==> src/design/evip_pkg.sv <==
// Shared types and constants for the Ethernet/VLAN/IP header parser.
// No dependencies; every other design file but evip_ifs refers to it by scoped names.
package evip_pkg;

  // EtherType codes
  localparam logic [15:0] ETH_IPV4   = 16'h0800;
  localparam logic [15:0] ETH_IPV6   = 16'h86DD;
  localparam logic [15:0] ETH_VLAN_C = 16'h8100;
  localparam logic [15:0] ETH_VLAN_S = 16'h88A8;

  // Header sizes in bytes
  localparam int LINK_HDR = 14;
  localparam int IPV4_HDR = 20;
  localparam int IPV6_HDR = 40;
  localparam int VLAN_TAG = 4;

  // IPv4 protocol numbers
  localparam logic [7:0] PROTO_ICMP = 8'd1;
  localparam logic [7:0] PROTO_TCP  = 8'd6;
  localparam logic [7:0] PROTO_UDP  = 8'd17;

  // Depth of the record queue between front and back
  localparam int QDEPTH = 2;

  typedef enum logic [3:0] {
    PH_LINK  = 4'b0001,
    PH_IPV4  = 4'b0010,
    PH_IPV6  = 4'b0100,
    PH_OTHER = 4'b1000
  } evip_phase_t;

  typedef enum logic [1:0] {
    ST_SHORT   = 2'd0,
    ST_UNKNOWN = 2'd1,
    ST_IPV4    = 2'd2,
    ST_IPV6    = 2'd3
  } evip_status_t;

  typedef enum logic [1:0] {
    TK_OTHER = 2'd0,
    TK_TCP   = 2'd1,
    TK_UDP   = 2'd2,
    TK_ICMP  = 2'd3
  } evip_kind_t;

  // Per-frame summary handed from the front parser to the back end
  typedef struct packed {
    evip_phase_t phase;
    logic        link_ok;   // at least one byte past the link header
    logic        v4_ok;     // full IPv4 header after the tags
    logic        v6_ok;     // full IPv6 header after the tags
    logic [7:0]  tags;
    logic [15:0] etype;
    logic [7:0]  proto;
    logic [63:0] src_hi;
    logic [63:0] src_lo;
    logic [15:0] cap_len;
  } evip_rec_t;

endpackage

==> src/design/evip_ifs.sv <==
// Channel interfaces of the header parser: byte input and result output.
// Depends on nothing; used by the top level, front and back modules.
interface evip_in_if;
  logic       valid;
  logic       ready;
  logic [7:0] data_byte;
  logic       last_byte;

  modport source (output valid, data_byte, last_byte, input ready);
  modport sink   (input valid, data_byte, last_byte, output ready);
endinterface

interface evip_out_if;
  logic        valid;
  logic        ready;
  logic [1:0]  status;
  logic [7:0]  vlan_tags;
  logic [15:0] ether_type;
  logic [7:0]  ip_protocol;
  logic [1:0]  transport_kind;
  logic [63:0] source_high;
  logic [63:0] source_low;
  logic [15:0] captured_length;

  modport source (output valid, status, vlan_tags, ether_type, ip_protocol,
                  transport_kind, source_high, source_low, captured_length,
                  input ready);
  modport sink   (input valid, status, vlan_tags, ether_type, ip_protocol,
                  transport_kind, source_high, source_low, captured_length,
                  output ready);
endinterface

==> src/design/evip_front.sv <==
// Front parser: takes one byte per cycle while the record queue is not full,
// tracks tags and headers, and emits one summary record per frame. Depends on evip_pkg and evip_in_if.
module evip_front #(
  parameter int LB = 16
) (
  input  logic                clk,
  input  logic                rst_n,
  evip_in_if.sink             in_if,
  input  logic                q_full,
  output logic                push,
  output evip_pkg::evip_rec_t rec
);

  localparam int HW = LB + 1;   // header start can run a tag past the count
  localparam int CW = LB + 2;   // room for header start plus IPv6 header
  localparam logic [LB-1:0] LIMIT = {LB{1'b1}};

  logic [LB-1:0]         count_r, count_nxt;
  logic [15:0]           ts_r, ts_nxt;
  logic [HW-1:0]         hs_r, hs_nxt;
  evip_pkg::evip_phase_t phase_r, phase_nxt;
  logic [7:0]            tags_r, tags_nxt;
  logic [63:0]           sw0_r, sw0_nxt;
  logic [63:0]           sw1_r, sw1_nxt;
  logic [7:0]            proto_r, proto_nxt;

  logic          accept;
  logic          take;
  logic          past_hs;
  logic [HW-1:0] idx;
  logic [HW-1:0] rel;
  logic [31:0]   len32;

  assign in_if.ready = !q_full;
  assign accept      = in_if.valid && in_if.ready;
  assign push        = accept && in_if.last_byte;
  assign take        = count_r != LIMIT;
  assign idx         = HW'(count_r);
  assign past_hs     = idx >= hs_r;
  assign rel         = idx - hs_r;

  always_comb begin
    count_nxt = count_r;
    ts_nxt    = ts_r;
    hs_nxt    = hs_r;
    phase_nxt = phase_r;
    tags_nxt  = tags_r;
    sw0_nxt   = sw0_r;
    sw1_nxt   = sw1_r;
    proto_nxt = proto_r;
    if (take) begin
      count_nxt = count_r + LB'(1);
      unique case (phase_r)
        evip_pkg::PH_LINK: begin
          ts_nxt = {ts_r[7:0], in_if.data_byte};
          if (idx + HW'(1) == hs_r) begin
            if (ts_nxt == evip_pkg::ETH_VLAN_C || ts_nxt == evip_pkg::ETH_VLAN_S) begin
              if (tags_r != 8'hFF) tags_nxt = tags_r + 8'd1;
              hs_nxt = hs_r + HW'(evip_pkg::VLAN_TAG);
            end else if (ts_nxt == evip_pkg::ETH_IPV4) begin
              phase_nxt = evip_pkg::PH_IPV4;
            end else if (ts_nxt == evip_pkg::ETH_IPV6) begin
              phase_nxt = evip_pkg::PH_IPV6;
            end else begin
              phase_nxt = evip_pkg::PH_OTHER;
            end
          end
        end
        evip_pkg::PH_IPV4: begin
          if (past_hs) begin
            if (rel == HW'(9)) proto_nxt = in_if.data_byte;
            // source address: header bytes 12..15
            if (rel[HW-1:4] == '0 && rel[3:2] == 2'b11)
              sw1_nxt = {32'd0, sw1_r[23:0], in_if.data_byte};
          end
        end
        evip_pkg::PH_IPV6: begin
          if (past_hs && rel[HW-1:5] == '0) begin
            // source address: header bytes 8..23
            if (rel[4:3] == 2'b01) sw0_nxt = {sw0_r[55:0], in_if.data_byte};
            else if (rel[4:3] == 2'b10) sw1_nxt = {sw1_r[55:0], in_if.data_byte};
          end
        end
        evip_pkg::PH_OTHER: ;
        default: ;
      endcase
    end
  end

  // Frame summary, built from the values after the last byte
  assign len32 = 32'(count_nxt);

  always_comb begin
    rec.phase   = phase_nxt;
    rec.link_ok = len32 >= 32'(evip_pkg::LINK_HDR + 1);
    rec.v4_ok   = CW'(count_nxt) >= CW'(hs_nxt) + CW'(evip_pkg::IPV4_HDR);
    rec.v6_ok   = CW'(count_nxt) >= CW'(hs_nxt) + CW'(evip_pkg::IPV6_HDR);
    rec.tags    = tags_nxt;
    rec.etype   = ts_nxt;
    rec.proto   = proto_nxt;
    rec.src_hi  = sw0_nxt;
    rec.src_lo  = sw1_nxt;
    rec.cap_len = (len32 > 32'h0000_FFFF) ? 16'hFFFF : len32[15:0];
  end

  always_ff @(posedge clk) begin
    if (!rst_n || push) begin
      count_r <= '0;
      ts_r    <= '0;
      hs_r    <= HW'(evip_pkg::LINK_HDR);
      phase_r <= evip_pkg::PH_LINK;
      tags_r  <= '0;
      sw0_r   <= '0;
      sw1_r   <= '0;
      proto_r <= '0;
    end else if (accept) begin
      count_r <= count_nxt;
      ts_r    <= ts_nxt;
      hs_r    <= hs_nxt;
      phase_r <= phase_nxt;
      tags_r  <= tags_nxt;
      sw0_r   <= sw0_nxt;
      sw1_r   <= sw1_nxt;
      proto_r <= proto_nxt;
    end
  end

endmodule

==> src/design/evip_fifo.sv <==
// Short record queue between the front parser and the back end.
// Depends on evip_pkg for the record type and depth.
module evip_fifo (
  input  logic                clk,
  input  logic                rst_n,
  input  logic                push,
  input  evip_pkg::evip_rec_t wr_rec,
  input  logic                pop,
  output evip_pkg::evip_rec_t rd_rec,
  output logic                full,
  output logic                nempty
);

  localparam int AW = $clog2(evip_pkg::QDEPTH);
  localparam int NW = $clog2(evip_pkg::QDEPTH + 1);

  evip_pkg::evip_rec_t mem [evip_pkg::QDEPTH];
  logic [AW-1:0] wp_r, rp_r;
  logic [NW-1:0] cnt_r;

  assign full   = cnt_r == NW'(evip_pkg::QDEPTH);
  assign nempty = cnt_r != '0;
  assign rd_rec = mem[rp_r];

  always_ff @(posedge clk) begin
    if (push) mem[wp_r] <= wr_rec;
  end

  always_ff @(posedge clk) begin
    if (!rst_n) begin
      wp_r  <= '0;
      rp_r  <= '0;
      cnt_r <= '0;
    end else begin
      if (push) wp_r <= (wp_r == AW'(evip_pkg::QDEPTH - 1)) ? '0 : wp_r + AW'(1);
      if (pop)  rp_r <= (rp_r == AW'(evip_pkg::QDEPTH - 1)) ? '0 : rp_r + AW'(1);
      if (push && !pop)      cnt_r <= cnt_r + NW'(1);
      else if (pop && !push) cnt_r <= cnt_r - NW'(1);
    end
  end

endmodule

==> src/design/evip_back.sv <==
// Back end: turns a frame record into a status and result fields and
// holds them in the output register. Depends on evip_pkg and evip_out_if.
module evip_back (
  input  logic                clk,
  input  logic                rst_n,
  input  logic                q_nempty,
  input  evip_pkg::evip_rec_t q_rec,
  output logic                pop,
  evip_out_if.source          out_if
);

  logic                   out_valid_r;
  evip_pkg::evip_status_t st;
  evip_pkg::evip_kind_t   kind;

  logic [1:0]  status_r;
  logic [7:0]  tags_r;
  logic [15:0] etype_r;
  logic [7:0]  proto_r;
  logic [1:0]  kind_r;
  logic [63:0] src_hi_r, src_lo_r;
  logic [15:0] len_r;

  assign pop = q_nempty && (!out_valid_r || out_if.ready);

  always_comb begin
    priority if (!q_rec.link_ok)                               st = evip_pkg::ST_SHORT;
    else if (q_rec.phase == evip_pkg::PH_OTHER)                st = evip_pkg::ST_UNKNOWN;
    else if (q_rec.phase == evip_pkg::PH_IPV4 && q_rec.v4_ok)  st = evip_pkg::ST_IPV4;
    else if (q_rec.phase == evip_pkg::PH_IPV6 && q_rec.v6_ok)  st = evip_pkg::ST_IPV6;
    else                                                       st = evip_pkg::ST_SHORT;
  end

  always_comb begin
    priority if (q_rec.proto == evip_pkg::PROTO_TCP)  kind = evip_pkg::TK_TCP;
    else if (q_rec.proto == evip_pkg::PROTO_UDP)      kind = evip_pkg::TK_UDP;
    else if (q_rec.proto == evip_pkg::PROTO_ICMP)     kind = evip_pkg::TK_ICMP;
    else                                              kind = evip_pkg::TK_OTHER;
  end

  always_ff @(posedge clk) begin
    if (!rst_n) begin
      out_valid_r <= 1'b0;
    end else if (pop) begin
      out_valid_r <= 1'b1;
    end else if (out_if.ready) begin
      out_valid_r <= 1'b0;
    end
  end

  always_ff @(posedge clk) begin
    if (pop) begin
      status_r <= st;
      len_r    <= q_rec.cap_len;
      tags_r   <= '0;
      etype_r  <= '0;
      proto_r  <= '0;
      kind_r   <= evip_pkg::TK_OTHER;
      src_hi_r <= '0;
      src_lo_r <= '0;
      unique case (st)
        evip_pkg::ST_SHORT: ;
        evip_pkg::ST_UNKNOWN: begin
          tags_r  <= q_rec.tags;
          etype_r <= q_rec.etype;
        end
        evip_pkg::ST_IPV4: begin
          tags_r   <= q_rec.tags;
          etype_r  <= q_rec.etype;
          proto_r  <= q_rec.proto;
          kind_r   <= kind;
          src_lo_r <= {32'd0, q_rec.src_lo[31:0]};
        end
        evip_pkg::ST_IPV6: begin
          tags_r   <= q_rec.tags;
          etype_r  <= q_rec.etype;
          src_hi_r <= q_rec.src_hi;
          src_lo_r <= q_rec.src_lo;
        end
        default: ;
      endcase
    end
  end

  assign out_if.valid           = out_valid_r;
  assign out_if.status          = status_r;
  assign out_if.vlan_tags       = tags_r;
  assign out_if.ether_type      = etype_r;
  assign out_if.ip_protocol     = proto_r;
  assign out_if.transport_kind  = kind_r;
  assign out_if.source_high     = src_hi_r;
  assign out_if.source_low      = src_lo_r;
  assign out_if.captured_length = len_r;

endmodule

==> src/design/ethernet_vlan_ip_header_parser_core.sv <==
// Top level of the Ethernet/VLAN/IP header parser.
// Depends on evip_pkg, evip_ifs, evip_front, evip_fifo and evip_back.
//
// Usage:
//   in_if  carries one frame byte per item (data_byte, last_byte); an item is
//          taken at a clock edge where valid and ready are both high.
//   out_if carries one result item per frame, emitted after the last byte.
//   The front parser takes a byte every cycle while the record queue is not
//   full, so throughput is one byte per clock with no gaps between frames,
//   even for one-byte frames. The edge that takes the last byte writes the
//   record queue; the record moves into the output register, which drives
//   out_if.valid, once that register is empty or being taken.
//   Stalls: results wait in a two-entry record queue and the output register.
//   Input ready drops only when the queue is full, i.e. after the receiver has
//   held out_if.ready low long enough for three finished frames to pile up
//   (one in the output register, two in the queue).
//   Byte counting stops at 2^LENGTH_BITS-1; later bytes are not parsed.
//   Reset (rst_n low, synchronous) clears the parser state, empties the queue
//   and drops out_if.valid; no clearing pass is needed.
module ethernet_vlan_ip_header_parser_core #(
  parameter int LENGTH_BITS = 16
) (
  input logic         clk,
  input logic         rst_n,
  evip_in_if.sink     in_if,
  evip_out_if.source  out_if
);

  evip_pkg::evip_rec_t push_rec, pop_rec;
  logic push, pop, q_full, q_nempty;

  evip_front #(.LB(LENGTH_BITS)) u_front (
    .clk    (clk),
    .rst_n  (rst_n),
    .in_if  (in_if),
    .q_full (q_full),
    .push   (push),
    .rec    (push_rec)
  );

  evip_fifo u_fifo (
    .clk    (clk),
    .rst_n  (rst_n),
    .push   (push),
    .wr_rec (push_rec),
    .pop    (pop),
    .rd_rec (pop_rec),
    .full   (q_full),
    .nempty (q_nempty)
  );

  evip_back u_back (
    .clk      (clk),
    .rst_n    (rst_n),
    .q_nempty (q_nempty),
    .q_rec    (pop_rec),
    .pop      (pop),
    .out_if   (out_if)
  );

`ifndef ASSERT_OFF
  // never write into a full queue
  a_no_overflow: assert property (@(posedge clk) disable iff (!rst_n)
    !(push && q_full))
    else $error("record queue overflow");

  // a finished frame is in the queue on the next cycle
  a_frame_queued: assert property (@(posedge clk) disable iff (!rst_n)
    push |=> q_nempty)
    else $error("frame record lost");

  // a too-short result carries nothing but its length
  a_short_clean: assert property (@(posedge clk) disable iff (!rst_n)
    (out_if.valid && out_if.status == evip_pkg::ST_SHORT) |->
      (out_if.vlan_tags == '0 && out_if.ether_type == '0 &&
       out_if.ip_protocol == '0 && out_if.source_high == '0 &&
       out_if.source_low == '0))
    else $error("too-short result has payload");

  // no result valid right after reset
  a_reset_idle: assert property (@(posedge clk)
    !rst_n |=> !out_if.valid)
    else $error("result valid after reset");
`endif

endmodule

==> src/flat_wrapper.sv <==
// flat-port wrapper written by rule: the top's interface ports become plain ports
module ethernet_vlan_ip_header_parser_core_flat 
#(
  parameter int LENGTH_BITS = 16
)
  (clk, rst_n, in_if_valid, in_if_data_byte, in_if_last_byte, in_if_ready, out_if_valid, out_if_status, out_if_vlan_tags, out_if_ether_type, out_if_ip_protocol, out_if_transport_kind, out_if_source_high, out_if_source_low, out_if_captured_length, out_if_ready);
  evip_in_if in_if_i ();
  evip_out_if out_if_i ();
  input logic clk;
  input logic rst_n;
  input wire logic [$bits(in_if_i.valid)-1:0] in_if_valid;
  input wire logic [$bits(in_if_i.data_byte)-1:0] in_if_data_byte;
  input wire logic [$bits(in_if_i.last_byte)-1:0] in_if_last_byte;
  output wire logic [$bits(in_if_i.ready)-1:0] in_if_ready;
  output wire logic [$bits(out_if_i.valid)-1:0] out_if_valid;
  output wire logic [$bits(out_if_i.status)-1:0] out_if_status;
  output wire logic [$bits(out_if_i.vlan_tags)-1:0] out_if_vlan_tags;
  output wire logic [$bits(out_if_i.ether_type)-1:0] out_if_ether_type;
  output wire logic [$bits(out_if_i.ip_protocol)-1:0] out_if_ip_protocol;
  output wire logic [$bits(out_if_i.transport_kind)-1:0] out_if_transport_kind;
  output wire logic [$bits(out_if_i.source_high)-1:0] out_if_source_high;
  output wire logic [$bits(out_if_i.source_low)-1:0] out_if_source_low;
  output wire logic [$bits(out_if_i.captured_length)-1:0] out_if_captured_length;
  input wire logic [$bits(out_if_i.ready)-1:0] out_if_ready;
  assign in_if_i.valid = in_if_valid;
  assign in_if_i.data_byte = in_if_data_byte;
  assign in_if_i.last_byte = in_if_last_byte;
  assign in_if_ready = in_if_i.ready;
  assign out_if_valid = out_if_i.valid;
  assign out_if_status = out_if_i.status;
  assign out_if_vlan_tags = out_if_i.vlan_tags;
  assign out_if_ether_type = out_if_i.ether_type;
  assign out_if_ip_protocol = out_if_i.ip_protocol;
  assign out_if_transport_kind = out_if_i.transport_kind;
  assign out_if_source_high = out_if_i.source_high;
  assign out_if_source_low = out_if_i.source_low;
  assign out_if_captured_length = out_if_i.captured_length;
  assign out_if_i.ready = out_if_ready;
  ethernet_vlan_ip_header_parser_core #(.LENGTH_BITS(LENGTH_BITS)) u_core (.clk(clk), .rst_n(rst_n), .in_if(in_if_i), .out_if(out_if_i));
endmodule
==> config.mk <==
export PLATFORM = sky130hd
export DESIGN_NAME = ethernet_vlan_ip_header_parser_core_flat
export DESIGN_NICKNAME = d
export VERILOG_FILES = /design/src/design/evip_pkg.sv /design/src/design/evip_ifs.sv /design/src/design/evip_front.sv /design/src/design/evip_fifo.sv /design/src/design/evip_back.sv /design/src/design/ethernet_vlan_ip_header_parser_core.sv /design/src/flat_wrapper.sv
export SDC_FILE = /design/constraint.sdc
export NUM_CORES = 1
export LEC_CHECK = 0
export BUFFER_PORTS_ARGS = -buffer_cell sky130_fd_sc_hd__buf_2
export CAP_MARGIN = 20
export CORE_MARGIN = 2
export CORE_UTILIZATION = 44
export DETAILED_ROUTE_END_ITERATION = 12
export MAX_ROUTING_LAYER = met4
export PLACE_DENSITY = 0.72
export SLEW_MARGIN = 20
export SYNTH_ARGS = -nofsm -noshare
export SYNTH_HDL_FRONTEND = slang
export SYNTH_SLANG_ARGS = --single-unit
==> constraint.sdc <==
create_clock -name clk -period 16.5 [get_ports clk]
set_input_delay 0 -clock clk [delete_from_list [all_inputs] [get_ports clk]]
set_output_delay 0 -clock clk [all_outputs]
set_load 0.02 [all_outputs]
==> qor.yml, run 1 <==
finalCritPeriodShare_pct: 41.88
ir_worst_vdd_mv: 0.1574
synth_area_sq_um: 31980
fillers: 6084
clockRootBuffer: "clkbuf_16"
final_layout_size_suffix_gt1_share_pct: 17.41
startpoint_type: "flip-flop"
p_clk_share_pct: 34.4
report.final.slew_viol_count: 0
r2r_start: "u_core.u_front.count_r[1]$_SDFFE_PP0P_"
clk_path_buf_depth: 3
synthDistinctLibCells: 78
worstPathRequired_ns: 16.92
grtUsageTotal_pct: 21.47
fin_worst_skew_ns: 0.02131
grt-ovfl-total: 0
synth_edf_count: 546
ys_ff_latch: 747
layout.area.seq_sq_um: 20420
ant_nets: 0
wl_per_cell_microns: 21.03
vias: 20410
multi_input_area_sq_um: 10780
internal_power_w: 0.003680
grt_pass1_wl_mm: 120.0
path_clk_slew_ns: 0.06
routed_wl_mm: 78.61
hold_depth: 5
drc_errors: 0
worst_r2r_path_depth: 21
crit_path_end_kind: "flip-flop"
ys_async_sr_fraction_pct: 0
crit_arrival_ns: 7.33
coreArea_sq_um: 71730
synth_fp_nets: 2612
hold_viol_final: 0
reg2reg_to: "u_core.u_fifo.mem[0][177]$_DFFE_PP_"
firstDrtPassIters: 7
p_seq_share_pct: 46.2
r2r_setup_slack_ns: 9.59
antenna_found_initial: 3
synth_ff_type: "edfxtp_1"
cts_tree: "done"
syn_inst: 2547
cts_buffers: 80
yosysSeqAreaShare_pct: 63.85
p_sw_w: 0.001480
finalCoreUtilization_pct: 51.05
io_buffers: 194
dieHeight_microns: 273.6
max_cap_viol_count: 0
p_per_area_nw_per_um2: 140.9
status: "finished, final reports clean"
worst_slew_pin_slew_ns: 1.105
num-nets-final: 2786
combPwrFrac_pct: 19.4
setup_viol: 0
die-area_sq_um: 74860
ios: 195
rows: 98
dieWidth_microns: 273.6
period_needed_ns: 6.911
max_slew_margin_pct: 26.31
syn-mean-instance-area_sq_um: 12.56
path_class: "reg -> reg"
worst_hold_path_type: "in -> reg"
hp-start: "in_if_valid"
hold_end: "u_core.u_front.count_r[3]$_SDFFE_PP0P_"
area_delta_synth_final_pct: 14.50
clock_sinks: 747
p_leak_nw: 12.97
clk_latency_ns: 0.62
place_hpwl_mm: 52.86
finalSetupTns_ns: 0
grt_pass1_vias: 20190
cp_max_fo: 10
drtIter0Drc: 1302
routabilityCongestion: 0.9192
htreeDepth: 3
grt_max_degree: 91
yosys_warnings: 0
clock.fmax_ghz: 0.1447
viasPerCell: 5.461
swShare_pct: 28.68
initial_core_util_pct: 44.58
rsz0062_at_grt: "no"
layer usage:
layer	share of wire, %	vias up	track usage, %
met2	49	540	34.90
met5	0	-	-
met4	2.3	0	5.867
li1	-	9632	-
met1	44	10120	28.26
met3	4.4	120	2.965
worst max-delay path by stage:
stage	from	endpoint	depth (start not counted)
after global placement	u_core.u_front.count_r[1]$_SDFFE_PP0P_	u_core.u_fifo.mem[0][177]$_DFFE_PP_	21
after CTS	u_core.u_front.count_r[1]$_SDFFE_PP0P_	u_core.u_fifo.mem[0][177]$_DFFE_PP_	21
final	u_core.u_front.count_r[1]$_SDFFE_PP0P_	u_core.u_fifo.mem[0][177]$_DFFE_PP_	21
after global routing	u_core.u_front.count_r[1]$_SDFFE_PP0P_	u_core.u_fifo.mem[0][177]$_DFFE_PP_	21
after detailed placement	u_core.u_front.count_r[1]$_SDFFE_PP0P_	u_core.u_fifo.mem[0][177]$_DFFE_PP_	21
after floorplan	u_core.u_back.out_if.valid$_SDFFE_PN0P_	u_core.u_fifo.cnt_r[1]$_SDFFE_PN0P_	7
metrics by stage:
step           hold slack, ns  cell area (sq um)  instances  power (W)  worst slack, ns
2_1_floorplan          0.1257              31980       2547   0.003161            7.017
3_3_place_gp           0.4213              33870       3578   0.003414            9.936
3_5_place_dp           0.4272              33870       3578   0.003435            9.754
4_1_cts               0.02563              36610       3735   0.005210            9.714
5_1_grt               0.06686              36620       3738   0.005363            9.091
6_report              0.06389              36620       3738   0.005160            9.589
sequential cells by signal, summed over array words and instances (netlist names), named ones only:
signal and cells:
u_core.u_front.sw1_r 64, u_core.u_front.phase_r 4, u_core.u_back.out_if.source_high 64, u_core.u_back.out_if.status 2, u_core.u_back.out_if.valid 1, u_core.u_fifo.cnt_r 2, u_core.u_front.tags_r 8, u_core.u_fifo.rp_r 1
u_core.u_fifo.mem 366, u_core.u_front.count_r 16, u_core.u_front.ts_r 16, u_core.u_back.out_if.transport_kind 2, u_core.u_front.proto_r 8, u_core.u_front.hs_r 15, u_core.u_back.out_if.ip_protocol 8, u_core.u_back.out_if.source_low 64
u_core.u_back.out_if.captured_length 16, u_core.u_back.out_if.ether_type 16, u_core.u_front.sw0_r 64, u_core.u_fifo.wp_r 1, u_core.u_back.out_if.vlan_tags 8
area by class of cell:
type                    instances  area share (%)
flip-flops and latches        747           55.77
multi-input cells            1581           29.44
clock buffers                 114           6.198
repair buffers                233           3.526
well taps                     950           3.246
clock inverters                32          0.9977
inverters                      78          0.7995
diodes                          3         0.02050
cells in the mapped netlist, drive strengths merged (5+ instances only):
master	number	area (sq um)
nand2	303	1137
or4	8	63.81
a211o	7	70.07
nand4	22	152.7
o211ai	6	45.04
edfxtp	546	16400
a2111oi	5	56.31
nand3	42	215.2
buf	32	145.1
nand2b	5	31.28
ha	51	638.1
mux2i	241	2412
nor4b	7	67.56
o21a	9	67.56
nor2b	8	50.05
a21oi	68	340.3
and2	11	68.82
nor3	34	175.2
mux2	107	1205
a21o	16	120.1
xor2	29	254.0
inv	77	289.0
or3	17	106.4
and4	5	43.79
o21ai	67	335.3
or2	5	31.28
a211oi	11	82.58
and3	12	75.07
nor2	268	1006
a31oi	6	37.54
xnor2	56	490.5
nor4	22	143.9
clkbuf	109	409.1
a22o	64	560.5
dfxtp	201	4024
power by group through the flow:
stage / Clock [W] / Combinational (W) / Sequential, W
floorplan: 0 / 0.000491 / 0.00267
global placement: 0 / 0.00100 / 0.00241
detailed placement: 0 / 0.00101 / 0.00242
CTS: 0.00181 / 0.00102 / 0.00238
global route: 0.00188 / 0.00108 / 0.00240
finish: 0.00178 / 0.00100 / 0.00238
kinds of logic after synthesis:
family / share of synthesized area [%]
and+or+nand+nor: 10.94
DFF: 63.85
AOI/OAI and AO/OA: 6.796
adders and majority gates: 2.058
muxes: 11.31
xor gates and xnor gates: 2.398
buffers and inverters: 2.649
placed cells by master (no fill, tap or decap), drive strengths merged, types with 7 or more instances in the layout:
cell | netlist | routed
a21o | 16 | 16
edfxtp | 546 | 546
a21oi | 68 | 68
a211o | 7 | 7
dfxtp | 201 | 201
and2 | 11 | 11
dlygate4sd3 | 0 | 11
nand4 | 22 | 22
mux2i | 241 | 241
clkbuf | 109 | 114
clkinv | 1 | 21
o21a | 9 | 9
nand2 | 303 | 303
nor4 | 22 | 22
a22o | 64 | 64
nor3 | 34 | 34
inv | 77 | 79
and3 | 12 | 12
nor2 | 268 | 268
a211oi | 11 | 11
ha | 51 | 51
buf | 32 | 222
bufinv | 0 | 7
or3 | 17 | 17
nand3 | 42 | 42
o21ai | 67 | 67
mux2 | 107 | 107
xor2 | 29 | 29
xnor2 | 56 | 56
nor4b | 7 | 7
nor2b | 8 | 8
or4 | 8 | 8
worst max-delay path, cell delays in order, from the launching register on:
cell and delay, ns:
dfxtp_1 0.52, ha_1 0.42, nand4_4 0.18, nor4_1 0.69, xnor2_1 0.17, a2111oi_2 0.60, nor4b_2 0.47, nand3_1 0.41
mux2_2 0.46, ha_1 0.24, o21bai_1 0.64, nor2_1 0.11, xor2_1 0.18, ha_1 0.32, nand4_1 0.10, nor2_1 0.11
a21oi_1 0.06, a21boi_0 0.29, o2111ai_1 0.15, a21oi_1 0.19, o311ai_0 0.15, mux2i_1 0.25
timing repair:
action	CTS	global route
hold endpoints to repair	68	0
setup buffers	0	0
setup endpoints to repair	0	0
hold buffers	11	0
gates resized for setup	0	0
Power figures use the tool's default switching activity.
==> run 2: changes to the inputs <==
--- a/config.mk
+++ b/config.mk
@@ -5,13 +5,14 @@
 export SDC_FILE = /design/constraint.sdc
 export NUM_CORES = 1
 export LEC_CHECK = 0
+export ABC_AREA = 1
 export BUFFER_PORTS_ARGS = -buffer_cell sky130_fd_sc_hd__buf_2
 export CAP_MARGIN = 20
 export CORE_MARGIN = 2
 export CORE_UTILIZATION = 44
 export DETAILED_ROUTE_END_ITERATION = 12
 export MAX_ROUTING_LAYER = met4
-export PLACE_DENSITY = 0.72
+export PLACE_DENSITY = 0.74
 export SLEW_MARGIN = 20
 export SYNTH_ARGS = -nofsm -noshare
 export SYNTH_HDL_FRONTEND = slang
==> constraint.sdc (replaced) <==
create_clock -name clk -period 5.75 [get_ports clk]
set_input_delay 0 -clock clk [delete_from_list [all_inputs] [get_ports clk]]
set_output_delay 0 -clock clk [all_outputs]
set_load 0.02 [all_outputs]
==> qor.yml, run 2 <==
grt_pass1_vias: 25350
synth_area_sq_um: 35040
largest_register_ffs: 366
yosys_warnings: 0
path_class: "reg -> reg"
fin_worst_skew_ns: 0.02646
crit_path_end_kind: "flip-flop"
hold_viol_final: 0
grt_max_degree: 134
antenna_found_initial: 1
crit_arrival_ns: 5.46
max_cap_viol_count: 0
dieWidth_microns: 286.2
finalCritPeriodShare_pct: 86.42
postLayoutSetupSlackWorst_ns: 0.7810
cp_max_fo: 10
htreeDepth: 3
clockRootBuffer: "clkbuf_16"
worst_hold_path_type: "in -> reg"
startpoint_type: "flip-flop"
p_per_area_nw_per_um2: 458.7
die-area_sq_um: 81920
grt-ovfl-total: 0
ys_ff_latch: 747
yosysTopAreaCell: "edfxtp_1"
report.final.slew_viol_count: 0
p_leak_nw: 17.60
routabilityCongestion: 0.9306
cts_buffers: 81
dp_slack_ns: 0.7114
place_hpwl_mm: 60.37
routed_wl_mm: 93.26
syn-mean-instance-area_sq_um: 8.892
period_needed_ns: 4.969
syn_inst: 3941
synthTopCellsByArea: "edfxtp_1, nand2_1, dfxtp_1, inv_1, nand3_1"
coreArea_sq_um: 78870
synth_ff_type: "edfxtp_1"
ant_nets: 0
ir_worst_vdd_mv: 0.3519
ios: 195
vias: 27410
synthDistinctLibCells: 50
final_layout_size_suffix_gt1_share_pct: 11.63
drtIter0Drc: 2656
viasPerCell: 5.285
crit_path_frequent_cell: "nand2_1"
rows: 103
yosysMostFrequentCell: "nand2_1"
r2r_setup_slack_ns: 0.78
cts_tree: "done"
initial_core_util_pct: 44.43
final_common_cell: "nand2_1"
num-nets-final: 4131
dieHeight_microns: 286.2
clock_sinks: 747
io_buffers: 194
status: "finished, final reports clean"
fillers: 7104
synth_top_cell_area_share_pct: 46.79
synth_fp_nets: 4006
cp_slowest_cell: "dfxtp_1"
drc_errors: 0
clk_latency_ns: 0.65
firstDrtPassIters: 5
design_area_sq_um: 39860
synth_top_cells_by_count: "nand2_1, edfxtp_1, inv_1"
dpl_cell_area_sq_um: 37130
rsz0062_at_grt: "no"
ys_async_sr_fraction_pct: 0
path_clk_slew_ns: 0.06
max_slew_margin_pct: 29.41
critical_path.max_stage_delay_ns: 0.53
wl_per_cell_microns: 17.98
largest-register: "u_core.u_fifo.mem"
synth_edf_count: 546
yosysSeqAreaShare_pct: 58.27
area_delta_synth_final_pct: 13.73
worstPathRequired_ns: 6.24
worst_slew_pin_slew_ns: 1.059
grtUsageTotal_pct: 23.19
clk_path_buf_depth: 3
mostFrequentLayoutCells: "nand2_1, edfxtp_1, inv_1, nor2_1, nand3_1"
setup_viol: 0
grt_pass1_wl_mm: 145.1
clock.fmax_ghz: 0.2012
run 2: cell families (layout without fill, tap and decap cells):
logic type,count (synthesis),in the layout,synth area share [%]
and+or+nand+nor,1924,1924,23.71
muxes,9,9,0.2571
AOI/OAI and AO/OA,564,564,8.212
buffers and inverters,606,800,6.616
adders and majority gates,52,52,1.878
other,0,1,0
xor gates and xnor gates,39,39,1.053
DFF,747,747,58.27
run 2: where the power goes:
group	internal (W)	leakage [nW]	total, W	switching, W
Clock	0.00297	1.29	0.00520	0.00223
Sequential	0.00716	6.87	0.00767	0.000507
Combinational	0.00146	9.44	0.00542	0.00396
Total	0.0116	17.6	0.0183	0.00669
run 2: layout make-up:
class / count / area [sq um] / area share [%]
Clock inverter: 46 / 479.2 / 1.202
Timing Repair Buffer: 252 / 1539 / 3.861
Inverter: 396 / 1499 / 3.761
Clock buffer: 106 / 2193 / 5.503
Multi-Input combinational cell: 2588 / 12410 / 31.13
Antenna cell: 1 / 2.502 / 0.006279
Sequential cell: 747 / 20420 / 51.24
Tap cell: 1050 / 1314 / 3.296
run 2: path summary, 6_finish.rpt:
check | cells past startpoint | endpoint | startpoint
worst min register to register | 1 | flip-flop | u_core.u_fifo.rp_r$_SDFFE_PN0P_
worst max register to register | 31 | u_core.u_fifo.mem[0][176]$_DFFE_PP_ | u_core.u_front.count_r[1]$_SDFFE_PP0P_
worst max-delay path | 31 | u_core.u_fifo.mem[0][176]$_DFFE_PP_ | u_core.u_front.count_r[1]$_SDFFE_PP0P_
worst min-delay path | 9 | u_core.u_front.sw1_r[4]$_SDFFE_PP0P_ | in_if_data_byte[4]
run 2: stage by stage:
step                      utilization [%]  std cells  power (W)  setup TNS [ns]  hold slack, ns
after CTS                           50.53       5185    0.01841               0       0.0001988
after floorplan                         -       3941    0.01145         -159.73          0.1178
after global placement              47.04       5027    0.01311               0          0.3090
final                               50.53       5186    0.01828               0         0.03827
after detailed placement            47.07       5028    0.01319               0          0.3179
after global routing                50.53       5185    0.01933               0         0.07085
run 2: layer usage:
metal | routed length (microns) | global-route usage (%) | share of wire (%)
met2 | 44420 | 36.79 | 48
met1 | 40680 | 31.35 | 44
met3 | 6040 | 3.251 | 6.5
met5 | 0 | - | 0
met4 | 2111 | 6.139 | 2.3
run 2: repair_timing:
item	4_1_cts	5_1_grt
hold buffers	5	0
hold endpoints to repair	8	0
setup buffers	0	0
endpoints found under the setup margin	0	2
gates resized for setup	0	1
run 2: critical path: cells and delay by family, from the launching register on:
family / cells / cell delay [ns]
DFF: 1 / 0.53
AOI/OAI and AO/OA: 3 / 0.38
xor gates and xnor gates: 1 / 0.15
and+or+nand+nor: 23 / 2.69
adders and majority gates: 3 / 1.01
buffers and inverters: 1 / 0.08
